### src/rtl/kot_pkg.sv
// Shared types, codes and keyword table for the keyword opcode tokenizer.
package kot_pkg;

    localparam int TOKEN_MAX   = 6;
    localparam int KW_COUNT    = 9;
    localparam int QUEUE_DEPTH = 4;

    localparam logic [3:0] OP_LOOP_OPEN  = 4'd6;
    localparam logic [3:0] OP_LOOP_CLOSE = 4'd7;

    localparam logic [1:0] KIND_OPCODE = 2'd0;
    localparam logic [1:0] KIND_END    = 2'd1;
    localparam logic [1:0] KIND_ERROR  = 2'd2;

    localparam logic [1:0] ERR_INVALID   = 2'd0;
    localparam logic [1:0] ERR_TOO_DEEP  = 2'd1;
    localparam logic [1:0] ERR_UNMATCHED = 2'd2;

    localparam logic [7:0] CH_END       = 8'h00;
    localparam logic [7:0] CH_NEWLINE   = 8'h0a;
    localparam logic [7:0] CH_SEMICOLON = 8'h3b;
    localparam logic [7:0] CH_SPACE     = 8'h20;

    // Byte 0 of each keyword sits in the low bits; unused bytes are zero.
    localparam logic [KW_COUNT-1:0][TOKEN_MAX*8-1:0] KW_TABLE = {
        48'h6f_6f_74_6e_65_67,
        48'h00_00_00_79_61_77,
        48'h00_00_00_65_68_74,
        48'h00_00_00_00_79_62,
        48'h00_00_00_77_74_62,
        48'h00_78_75_6e_69_6c,
        48'h00_00_68_63_72_61,
        48'h00_00_00_65_73_75,
        48'h00_00_00_00_00_69
    };

    typedef struct packed {
        logic       op_valid;
        logic [3:0] op;
        logic       err_valid;
        logic [1:0] err_code;
        logic       end_flag;
    } ev_ctrl_t;

    typedef struct packed {
        logic       hit;
        logic [3:0] idx;
    } kw_match_t;

    function automatic kw_match_t kw_lookup(input logic [TOKEN_MAX*8-1:0] text);
        kw_match_t m;
        m.hit = 1'b0;
        m.idx = 4'd0;
        for (int k = KW_COUNT - 1; k >= 0; k--)
        begin
            if (text == KW_TABLE[k])
            begin
                m.hit = 1'b1;
                m.idx = 4'(k);
            end
        end
        return m;
    endfunction

    function automatic logic is_letter(input logic [7:0] c);
        return (c >= 8'h41 && c <= 8'h5a) || (c >= 8'h61 && c <= 8'h7a);
    endfunction

    function automatic logic is_space(input logic [7:0] c);
        return (c == CH_SPACE) || (c >= 8'h09 && c <= 8'h0d);
    endfunction

endpackage

### src/rtl/kot_front.sv
// Front end: scans source bytes, tracks position and nesting, and posts events.
module kot_front
    import kot_pkg::*;
#(
    parameter int STACK_SIZE    = 256,
    parameter int POSITION_BITS = 16
)
(
    input  logic                     clk,
    input  logic                     rst_n,
    input  logic                     accept,
    input  logic [7:0]               character,
    output logic                     ev_push,
    output ev_ctrl_t                 ev_ctrl,
    output logic [POSITION_BITS-1:0] ev_line,
    output logic [POSITION_BITS-1:0] ev_column
);

    localparam int DEPTH_BITS = (STACK_SIZE > 2) ? $clog2(STACK_SIZE) : 1;
    localparam logic [DEPTH_BITS-1:0] DEPTH_MAX = DEPTH_BITS'(STACK_SIZE - 1);
    localparam logic [POSITION_BITS-1:0] POS_ONE = POSITION_BITS'(1);

    logic [TOKEN_MAX-1:0][7:0] tok_bytes_reg, tok_bytes_next;
    logic [2:0]                tok_len_reg, tok_len_next;
    logic                      overlong_reg, overlong_next;
    logic                      in_token_reg, in_token_next;
    logic                      in_comment_reg, in_comment_next;
    logic                      halted_reg, halted_next;
    logic [POSITION_BITS-1:0]  cur_line_reg, cur_line_next;
    logic [POSITION_BITS-1:0]  cur_col_reg, cur_col_next;
    logic [POSITION_BITS-1:0]  start_line_reg, start_line_next;
    logic [POSITION_BITS-1:0]  start_col_reg, start_col_next;
    logic [DEPTH_BITS-1:0]     depth_reg, depth_next;

    kw_match_t match;

    function automatic logic [POSITION_BITS-1:0] pos_inc(input logic [POSITION_BITS-1:0] v);
        return (&v) ? v : v + POS_ONE;
    endfunction

    assign match = kw_lookup(tok_bytes_reg);

    always_comb
    begin
        logic done;
        logic go_reset;
        done            = 1'b0;
        go_reset        = 1'b0;
        tok_bytes_next  = tok_bytes_reg;
        tok_len_next    = tok_len_reg;
        overlong_next   = overlong_reg;
        in_token_next   = in_token_reg;
        in_comment_next = in_comment_reg;
        halted_next     = halted_reg;
        cur_line_next   = cur_line_reg;
        cur_col_next    = cur_col_reg;
        start_line_next = start_line_reg;
        start_col_next  = start_col_reg;
        depth_next      = depth_reg;
        ev_ctrl         = '0;
        ev_line         = start_line_reg;
        ev_column       = start_col_reg;

        if (accept)
        begin
            if (halted_reg)
            begin
                done = 1'b1;
                if (character == CH_END)
                begin
                    go_reset = 1'b1;
                end
            end
            else if (in_token_reg)
            begin
                if (is_letter(character))
                begin
                    done = 1'b1;
                    if (tok_len_reg < 3'(TOKEN_MAX))
                    begin
                        tok_bytes_next[tok_len_reg] = character;
                        tok_len_next = tok_len_reg + 3'd1;
                    end
                    else
                    begin
                        overlong_next = 1'b1;
                    end
                    cur_col_next = pos_inc(cur_col_reg);
                end
                else
                begin
                    in_token_next = 1'b0;
                    if (overlong_reg || !match.hit)
                    begin
                        ev_ctrl.err_valid = 1'b1;
                        ev_ctrl.err_code  = ERR_INVALID;
                    end
                    else if (match.idx == OP_LOOP_OPEN && depth_reg == DEPTH_MAX)
                    begin
                        ev_ctrl.err_valid = 1'b1;
                        ev_ctrl.err_code  = ERR_TOO_DEEP;
                    end
                    else if (match.idx == OP_LOOP_CLOSE && depth_reg == '0)
                    begin
                        ev_ctrl.err_valid = 1'b1;
                        ev_ctrl.err_code  = ERR_UNMATCHED;
                    end
                    else
                    begin
                        ev_ctrl.op_valid = 1'b1;
                        ev_ctrl.op       = match.idx;
                        if (match.idx == OP_LOOP_OPEN)
                        begin
                            depth_next = depth_reg + 1'b1;
                        end
                        else if (match.idx == OP_LOOP_CLOSE)
                        begin
                            depth_next = depth_reg - 1'b1;
                        end
                    end
                    if (ev_ctrl.err_valid)
                    begin
                        done        = 1'b1;
                        halted_next = 1'b1;
                        if (character == CH_END)
                        begin
                            go_reset = 1'b1;
                        end
                    end
                end
            end

            if (!done)
            begin
                if (character == CH_END)
                begin
                    ev_ctrl.end_flag = 1'b1;
                    go_reset = 1'b1;
                end
                else if (in_comment_reg && character != CH_NEWLINE)
                begin
                    cur_col_next = pos_inc(cur_col_reg);
                end
                else
                begin
                    in_comment_next = 1'b0;
                    cur_col_next    = pos_inc(cur_col_reg);
                    if (character == CH_NEWLINE)
                    begin
                        cur_line_next = pos_inc(cur_line_reg);
                        cur_col_next  = '0;
                    end
                    else if (is_space(character))
                    begin
                        cur_col_next = pos_inc(cur_col_reg);
                    end
                    else if (character == CH_SEMICOLON)
                    begin
                        in_comment_next = 1'b1;
                    end
                    else
                    begin
                        in_token_next     = 1'b1;
                        start_line_next   = cur_line_reg;
                        start_col_next    = pos_inc(cur_col_reg);
                        tok_bytes_next    = '0;
                        tok_bytes_next[0] = character;
                        tok_len_next      = 3'd1;
                        overlong_next     = 1'b0;
                    end
                end
            end

            if (go_reset)
            begin
                tok_bytes_next  = '0;
                tok_len_next    = 3'd0;
                overlong_next   = 1'b0;
                in_token_next   = 1'b0;
                in_comment_next = 1'b0;
                halted_next     = 1'b0;
                cur_line_next   = POS_ONE;
                cur_col_next    = '0;
                start_line_next = POS_ONE;
                start_col_next  = '0;
                depth_next      = '0;
            end
        end

        ev_push = ev_ctrl.op_valid || ev_ctrl.err_valid || ev_ctrl.end_flag;
    end

    always_ff @(posedge clk or negedge rst_n)
    begin
        if (!rst_n)
        begin
            tok_bytes_reg  <= '0;
            tok_len_reg    <= 3'd0;
            overlong_reg   <= 1'b0;
            in_token_reg   <= 1'b0;
            in_comment_reg <= 1'b0;
            halted_reg     <= 1'b0;
            cur_line_reg   <= POS_ONE;
            cur_col_reg    <= '0;
            start_line_reg <= POS_ONE;
            start_col_reg  <= '0;
            depth_reg      <= '0;
        end
        else
        begin
            tok_bytes_reg  <= tok_bytes_next;
            tok_len_reg    <= tok_len_next;
            overlong_reg   <= overlong_next;
            in_token_reg   <= in_token_next;
            in_comment_reg <= in_comment_next;
            halted_reg     <= halted_next;
            cur_line_reg   <= cur_line_next;
            cur_col_reg    <= cur_col_next;
            start_line_reg <= start_line_next;
            start_col_reg  <= start_col_next;
            depth_reg      <= depth_next;
        end
    end

endmodule

### src/rtl/kot_queue.sv
// Short event queue between the front end and the result stage.
module kot_queue
    import kot_pkg::*;
#(
    parameter int POSITION_BITS = 16
)
(
    input  logic                     clk,
    input  logic                     rst_n,
    input  logic                     push,
    input  ev_ctrl_t                 push_ctrl,
    input  logic [POSITION_BITS-1:0] push_line,
    input  logic [POSITION_BITS-1:0] push_column,
    output logic                     full,
    input  logic                     pop,
    output logic                     empty,
    output ev_ctrl_t                 head_ctrl,
    output logic [POSITION_BITS-1:0] head_line,
    output logic [POSITION_BITS-1:0] head_column
);

    localparam int PTR_BITS = $clog2(QUEUE_DEPTH);

    ev_ctrl_t                 ctrl_mem [QUEUE_DEPTH];
    logic [POSITION_BITS-1:0] line_mem [QUEUE_DEPTH];
    logic [POSITION_BITS-1:0] col_mem  [QUEUE_DEPTH];

    logic [PTR_BITS-1:0] wr_ptr_reg, rd_ptr_reg;
    logic [PTR_BITS:0]   count_reg, count_next;
    logic                do_push, do_pop;

    assign full    = (count_reg == (PTR_BITS + 1)'(QUEUE_DEPTH));
    assign empty   = (count_reg == '0);
    assign do_push = push && !full;
    assign do_pop  = pop && !empty;

    assign head_ctrl   = ctrl_mem[rd_ptr_reg];
    assign head_line   = line_mem[rd_ptr_reg];
    assign head_column = col_mem[rd_ptr_reg];

    always_comb
    begin
        count_next = count_reg;
        if (do_push && !do_pop)
        begin
            count_next = count_reg + 1'b1;
        end
        else if (do_pop && !do_push)
        begin
            count_next = count_reg - 1'b1;
        end
    end

    always_ff @(posedge clk)
    begin
        if (do_push)
        begin
            ctrl_mem[wr_ptr_reg] <= push_ctrl;
            line_mem[wr_ptr_reg] <= push_line;
            col_mem[wr_ptr_reg]  <= push_column;
        end
    end

    always_ff @(posedge clk or negedge rst_n)
    begin
        if (!rst_n)
        begin
            wr_ptr_reg <= '0;
            rd_ptr_reg <= '0;
            count_reg  <= '0;
        end
        else
        begin
            if (do_push)
            begin
                wr_ptr_reg <= wr_ptr_reg + 1'b1;
            end
            if (do_pop)
            begin
                rd_ptr_reg <= rd_ptr_reg + 1'b1;
            end
            count_reg <= count_next;
        end
    end

endmodule

### src/rtl/kot_back.sv
// Result stage: expands queued events into result items held in an output register.
module kot_back
    import kot_pkg::*;
#(
    parameter int POSITION_BITS = 16
)
(
    input  logic                     clk,
    input  logic                     rst_n,
    input  logic                     q_empty,
    input  ev_ctrl_t                 q_ctrl,
    input  logic [POSITION_BITS-1:0] q_line,
    input  logic [POSITION_BITS-1:0] q_column,
    output logic                     q_pop,
    output logic                     empty,
    input  logic                     pop,
    output logic [1:0]               kind,
    output logic [3:0]               opcode_value,
    output logic [1:0]               error_code,
    output logic [POSITION_BITS-1:0] token_line,
    output logic [POSITION_BITS-1:0] token_column,
    output logic                     final_item
);

    logic                     valid_reg, valid_next;
    logic                     pend_end_reg, pend_end_next;
    logic [1:0]               kind_reg, kind_next;
    logic [3:0]               op_reg, op_next;
    logic [1:0]               err_reg, err_next;
    logic [POSITION_BITS-1:0] line_reg, line_next;
    logic [POSITION_BITS-1:0] col_reg, col_next;
    logic                     fin_reg, fin_next;
    logic                     free;

    assign free = !valid_reg || pop;

    always_comb
    begin
        valid_next    = valid_reg;
        pend_end_next = pend_end_reg;
        kind_next     = kind_reg;
        op_next       = op_reg;
        err_next      = err_reg;
        line_next     = line_reg;
        col_next      = col_reg;
        fin_next      = fin_reg;
        q_pop         = 1'b0;

        if (free)
        begin
            valid_next = 1'b0;
            if (pend_end_reg || (!q_empty && !q_ctrl.op_valid && !q_ctrl.err_valid))
            begin
                valid_next    = 1'b1;
                pend_end_next = 1'b0;
                q_pop         = !pend_end_reg;
                kind_next     = KIND_END;
                op_next       = 4'd0;
                err_next      = 2'd0;
                line_next     = '0;
                col_next      = '0;
                fin_next      = 1'b1;
            end
            else if (!q_empty)
            begin
                valid_next = 1'b1;
                q_pop      = 1'b1;
                line_next  = q_line;
                col_next   = q_column;
                if (q_ctrl.op_valid)
                begin
                    pend_end_next = q_ctrl.end_flag;
                    kind_next     = KIND_OPCODE;
                    op_next       = q_ctrl.op;
                    err_next      = 2'd0;
                    fin_next      = 1'b0;
                end
                else
                begin
                    kind_next = KIND_ERROR;
                    op_next   = 4'd0;
                    err_next  = q_ctrl.err_code;
                    fin_next  = 1'b1;
                end
            end
        end
    end

    always_ff @(posedge clk or negedge rst_n)
    begin
        if (!rst_n)
        begin
            valid_reg    <= 1'b0;
            pend_end_reg <= 1'b0;
        end
        else
        begin
            valid_reg    <= valid_next;
            pend_end_reg <= pend_end_next;
        end
    end

    always_ff @(posedge clk)
    begin
        kind_reg <= kind_next;
        op_reg   <= op_next;
        err_reg  <= err_next;
        line_reg <= line_next;
        col_reg  <= col_next;
        fin_reg  <= fin_next;
    end

    assign empty        = !valid_reg;
    assign kind         = kind_reg;
    assign opcode_value = op_reg;
    assign error_code   = err_reg;
    assign token_line   = line_reg;
    assign token_column = col_reg;
    assign final_item   = fin_reg;

endmodule

### src/rtl/keyword_opcode_tokenizer.sv
// Top level of the keyword opcode tokenizer.
//
//  Channel   Handshake         Request contents
//  input     push / full       character
//  result    empty / pop       kind, opcode_value, error_code, token_line,
//                              token_column, final_item
//
// One source byte is taken per cycle while the event queue has room.
// A result passes through the event queue before it reaches the output register.
// An end byte after a valid token yields two results, the opcode and then the end item.
// Reset clears the scanner state, the queue and the output register's valid flag.
// A held result stalls only the queue; the scanner stops when the queue is full.
module keyword_opcode_tokenizer
    import kot_pkg::*;
#(
    parameter int STACK_SIZE    = 256,
    parameter int POSITION_BITS = 16
)
(
    input  logic                     clk,
    input  logic                     rst_n,
    input  logic                     push,
    output logic                     full,
    input  logic [7:0]               character,
    output logic                     empty,
    input  logic                     pop,
    output logic [1:0]               kind,
    output logic [3:0]               opcode_value,
    output logic [1:0]               error_code,
    output logic [POSITION_BITS-1:0] token_line,
    output logic [POSITION_BITS-1:0] token_column,
    output logic                     final_item
);

    logic                     ev_push;
    ev_ctrl_t                 ev_ctrl;
    logic [POSITION_BITS-1:0] ev_line, ev_column;
    logic                     q_full, q_empty, q_pop;
    ev_ctrl_t                 q_ctrl;
    logic [POSITION_BITS-1:0] q_line, q_column;

    assign full = q_full;

    kot_front #(
        .STACK_SIZE    (STACK_SIZE),
        .POSITION_BITS (POSITION_BITS)
    ) u_front (
        .clk       (clk),
        .rst_n     (rst_n),
        .accept    (push && !q_full),
        .character (character),
        .ev_push   (ev_push),
        .ev_ctrl   (ev_ctrl),
        .ev_line   (ev_line),
        .ev_column (ev_column)
    );

    kot_queue #(
        .POSITION_BITS (POSITION_BITS)
    ) u_queue (
        .clk         (clk),
        .rst_n       (rst_n),
        .push        (ev_push),
        .push_ctrl   (ev_ctrl),
        .push_line   (ev_line),
        .push_column (ev_column),
        .full        (q_full),
        .pop         (q_pop),
        .empty       (q_empty),
        .head_ctrl   (q_ctrl),
        .head_line   (q_line),
        .head_column (q_column)
    );

    kot_back #(
        .POSITION_BITS (POSITION_BITS)
    ) u_back (
        .clk          (clk),
        .rst_n        (rst_n),
        .q_empty      (q_empty),
        .q_ctrl       (q_ctrl),
        .q_line       (q_line),
        .q_column     (q_column),
        .q_pop        (q_pop),
        .empty        (empty),
        .pop          (pop),
        .kind         (kind),
        .opcode_value (opcode_value),
        .error_code   (error_code),
        .token_line   (token_line),
        .token_column (token_column),
        .final_item   (final_item)
    );

endmodule
### config.mk
export PLATFORM = sky130hd
export DESIGN_NAME = keyword_opcode_tokenizer
export DESIGN_NICKNAME = d
export VERILOG_FILES = /design/src/rtl/kot_pkg.sv /design/src/rtl/kot_front.sv /design/src/rtl/kot_queue.sv /design/src/rtl/kot_back.sv /design/src/rtl/keyword_opcode_tokenizer.sv
export SDC_FILE = /design/constraint.sdc
export NUM_CORES = 1
export LEC_CHECK = 0
export BUFFER_PORTS_ARGS = -buffer_cell sky130_fd_sc_hd__buf_2
export CAP_MARGIN = 25
export CORE_MARGIN = 10
export CORE_UTILIZATION = 35
export CTS_CLUSTER_DIAMETER = 30
export DETAILED_ROUTE_END_ITERATION = 8
export SLEW_MARGIN = 40
export SYNTH_ARGS = -nofsm -noshare
export SYNTH_HDL_FRONTEND = slang
export SYNTH_SLANG_ARGS = --single-unit
### constraint.sdc
create_clock -name clk -period 3.2 [get_ports clk]
set_input_delay 0.8 -clock clk [delete_from_list [all_inputs] [get_ports clk]]
set_output_delay 0.8 -clock clk [all_outputs]
set_load 0.05 [all_outputs]
==> impl_metrics.ini <==
[clock_tree]
cts_tree = done
clkLatencyLatePin_ns = 0.58
post_cts_hold_buffer_count = 0
clock_sink_total = 341
htree_levels = 3
ctsLongestPathBuffers = 3
clock_edge_transition_at_the_registers_on_the_reported_setup_and_hold_paths_ns = 0.05
root_buffer = sky130_fd_sc_hd__clkbuf_16
cts_bufs_inserted = 71

[timing]
layout_setup_ws_ns = 0.05367
timing.final.setup_violations = 0
hold_violations = 0
max_slew_headroom = 0.4977
grt_setup_unrepaired = yes
fmax_ghz = 0.3178
finalClockSkew_ns = 0.01928
setup_total_negative_slack_ns = 0
min_period_over_period = 0.9832
minimum_clock_period_ns = 3.146
final_max_slew_viol_count = 0
tightestPinTransition_ns = 0.7473

[yosys]
yosysWarnings = 0
synthDominantAreaCellType = sky130_fd_sc_hd__edfxtp_1
postSynthAreaPerCell_um2 = 13.71
post_synth_num_cell_types = 80
syn_inst = 1093
synth_edf_count = 205
postSynth.asyncResetShare = 0.3988
top_area_cells_in_the_synthesized_netlist = sky130_fd_sc_hd__edfxtp_1 41%, sky130_fd_sc_hd__dfrtp_1 22%, sky130_fd_sc_hd__mux4_2 6.2%
yosysSeqAreaShare = 0.6379
synth_area_um2 = 14990
synth.ff_latch_count = 341
synth_fp_nets = 1121
synth-main-ff-cell = sky130_fd_sc_hd__edfxtp_1
fraction_of_synthesized_cell_area_taken_by_the_top_area_cell_type = 0.4107

[final_layout]
multi_input_logic_area_um2 = 5419
antenna-diode-count = 0
synthToLayoutAreaGrowth_pct = 32.57
final_area_um2 = 19870
drive_above_1_share = 0.3314
nets = 1363
seqCellArea_um2 = 9564
filler_cell_count = 3654

[route]
drt-total-wl_um = 36640
ratio_of_routed_vias_to_standard_cells = 5.299
vias = 10240
first_pass_iters = 7
antenna_left = 0
route.detailed.wl_per_inst_um = 18.95
detail_route.iter0.violations = 667
post-route-drc-count = 0

[global_routing]
global_route_wire_length_before_repair_um = 59200
met3_usage = 0.03346
globalRouteMet1Util = 0.1930
grt_antenna_before_repair = 0
grt_util_met2 = 0.2271
grt_start_max_net_pins = 64
busiest_layer = met2
globalRouteOverflowTotal = 0
grt_util_all_layers = 0.1451
grt_pass1_vias = 10500

[power]
powerDensity_nw_per_um2 = 843.5
vdd.ir_drop.worst_uv = 407.3
power_leakage_uw = 0.008018
totalPowerFinal_uw = 16760

[placed_design]
place_congestion = 0.8960
pre_cts_ws_ns = -0.1075
placement.io_buffers = 54
post_dp_hpwl_um = 25040
placed_cell_area_um2 = 17000

[min_path]
timing.hold.worst.class = in2async

[die]
die_height_um = 226.9
total_die_area_um2 = 51500
start_util = 0.3557
die_width_um = 226.9
placeableCoreArea_um2 = 42130
fp-row-count = 75
floorplan.io_pins = 55

[outcome]
outcome = finished, final reports clean

[worst_setup_path]
critPathKind = reg2reg
critPathLaunchType = flop
critical_path.max_fanout = 5
type_of_element_capturing_the_critical_path = flop
critPathRequiredTime_ns = 3.69
crit_arrival_ns = 3.64

[run]
maxCapViolCount = 0
[metrics by stage]
stage          instances  hold WS [ns]    util
6_report            1933        0.2091  0.4716
2_1_floorplan       1093        0.4556       -
3_5_place_dp        1785        0.4885  0.4035
3_3_place_gp        1785        0.4867  0.4034
5_1_grt             1933        0.2487  0.4716
4_1_cts             1921        0.2255  0.4645
[path summary, 6_finish.rpt]
| path | startpoint | end | slack (ns) | cells past startpoint |
|---|---|---|---|---|
| min in group clk | pop | u_back.valid_reg | 0.43 | 2 |
| worst min register to register | u_front.cur_line_reg[0] | u_front.cur_line_reg[0] | 0.51 | 2 |
| worst max register to register | u_front.tok_bytes_reg[28] | u_front.cur_col_reg[2] | 0.05 | 12 |
| worst max-delay path | u_front.tok_bytes_reg[28] | u_front.cur_col_reg[2] | 0.05 | 12 |
| worst min-delay path | rst_n | u_front.tok_bytes_reg[32] | 0.21 | 1 |
| max in group asynchronous | rst_n | u_front.cur_line_reg[0] | 2.27 | 2 |
[cell usage in the layout (no fill, tap or decap), types with 12 or more instances in the layout]
master and count:
sky130_fd_sc_hd__edfxtp_1 205, sky130_fd_sc_hd__mux4_2 41, sky130_fd_sc_hd__buf_4 151, sky130_fd_sc_hd__a21oi_1 20, sky130_fd_sc_hd__xnor2_1 13, sky130_fd_sc_hd__o21ai_0 51
sky130_fd_sc_hd__buf_2 53, sky130_fd_sc_hd__inv_1 24, sky130_fd_sc_hd__nand3_1 33, sky130_fd_sc_hd__nor2_1 51, sky130_fd_sc_hd__and2_1 14, sky130_fd_sc_hd__nand2_1 57
sky130_fd_sc_hd__nor2b_1 41, sky130_fd_sc_hd__nand2b_1 17, sky130_fd_sc_hd__clkbuf_16 74, sky130_fd_sc_hd__ha_1 12, sky130_fd_sc_hd__dfrtp_1 132, sky130_fd_sc_hd__nand4_1 22
sky130_fd_sc_hd__and3_1 22, sky130_fd_sc_hd__clkinvlp_4 13, sky130_fd_sc_hd__a22o_1 61
[layout make-up]
cell class | instances | share of cell area
multi-input cells | 678 | 0.2727
clock inverters | 49 | 0.02941
repair buffers | 218 | 0.08142
clock buffers | 83 | 0.09641
flip-flops and latches | 341 | 0.4814
well taps | 539 | 0.03394
inverters | 25 | 0.004723
[report_power, final]
group	switching [uW]	internal, uW	leakage (uW)
registers	503	5390	0.00389
logic	2160	1230	0.00294
clock network	2480	5000	0.00119
[worst max-delay path: stages, from the launching register on]
cell and delay, ns:
sky130_fd_sc_hd__dfrtp_1 0.39, sky130_fd_sc_hd__or4_4 0.55, sky130_fd_sc_hd__nor4_2 0.28, sky130_fd_sc_hd__buf_4 0.15, sky130_fd_sc_hd__nand2_1 0.05, sky130_fd_sc_hd__o221a_1 0.28, sky130_fd_sc_hd__o32ai_2 0.27, sky130_fd_sc_hd__a21o_1 0.16
sky130_fd_sc_hd__buf_6 0.14, sky130_fd_sc_hd__buf_4 0.11, sky130_fd_sc_hd__o21ai_2 0.06, sky130_fd_sc_hd__or3_4 0.40, sky130_fd_sc_hd__o31ai_1 0.22
[per-layer routing]
layer | part of all wire | wire (um) | up-vias
met3 | 0.049 | 1800 | 71
li1 | - | - | 4756
met2 | 0.47 | 17240 | 242
met5 | 0 | 0 | -
met4 | 0.025 | 911 | 0
met1 | 0.46 | 16690 | 5174
[synthesized netlist by cell type (all sizes together), types with 17 or more instances]
cell type and n:
nor2b 42, a22o 61, nor3 19, nor4 17, nor2 53, dfrtp 134, nand4 22, inv 25
and3 24, nand2 59, and2 19, clkbuf 35, a21oi 26, edfxtp 205, o21ai 64, nand3 35
nand2b 17, mux4 41
[kinds of logic after synthesis]
family,synth area share
AND/OR/NAND/NOR,0.1438
flip-flops,0.6379
AO/OA/AOI/OAI,0.1051
buffers and inverters,0.02145
multiplexers,0.06503
XOR/XNOR,0.01227
adder cells (fa/ha/maj),0.01436
[what timing repair did]
| item | 4_1_cts | 5_1_grt |
|---|---|---|
| resized for setup | 9 | 49 |
| cloned | 0 | 1 |
| pin swaps | 14 | 21 |
| setup buffers | 4 | 16 |
| endpoints found under the setup margin | 65 | 129 |
Note: power is estimated with default switching activity, not from simulation.
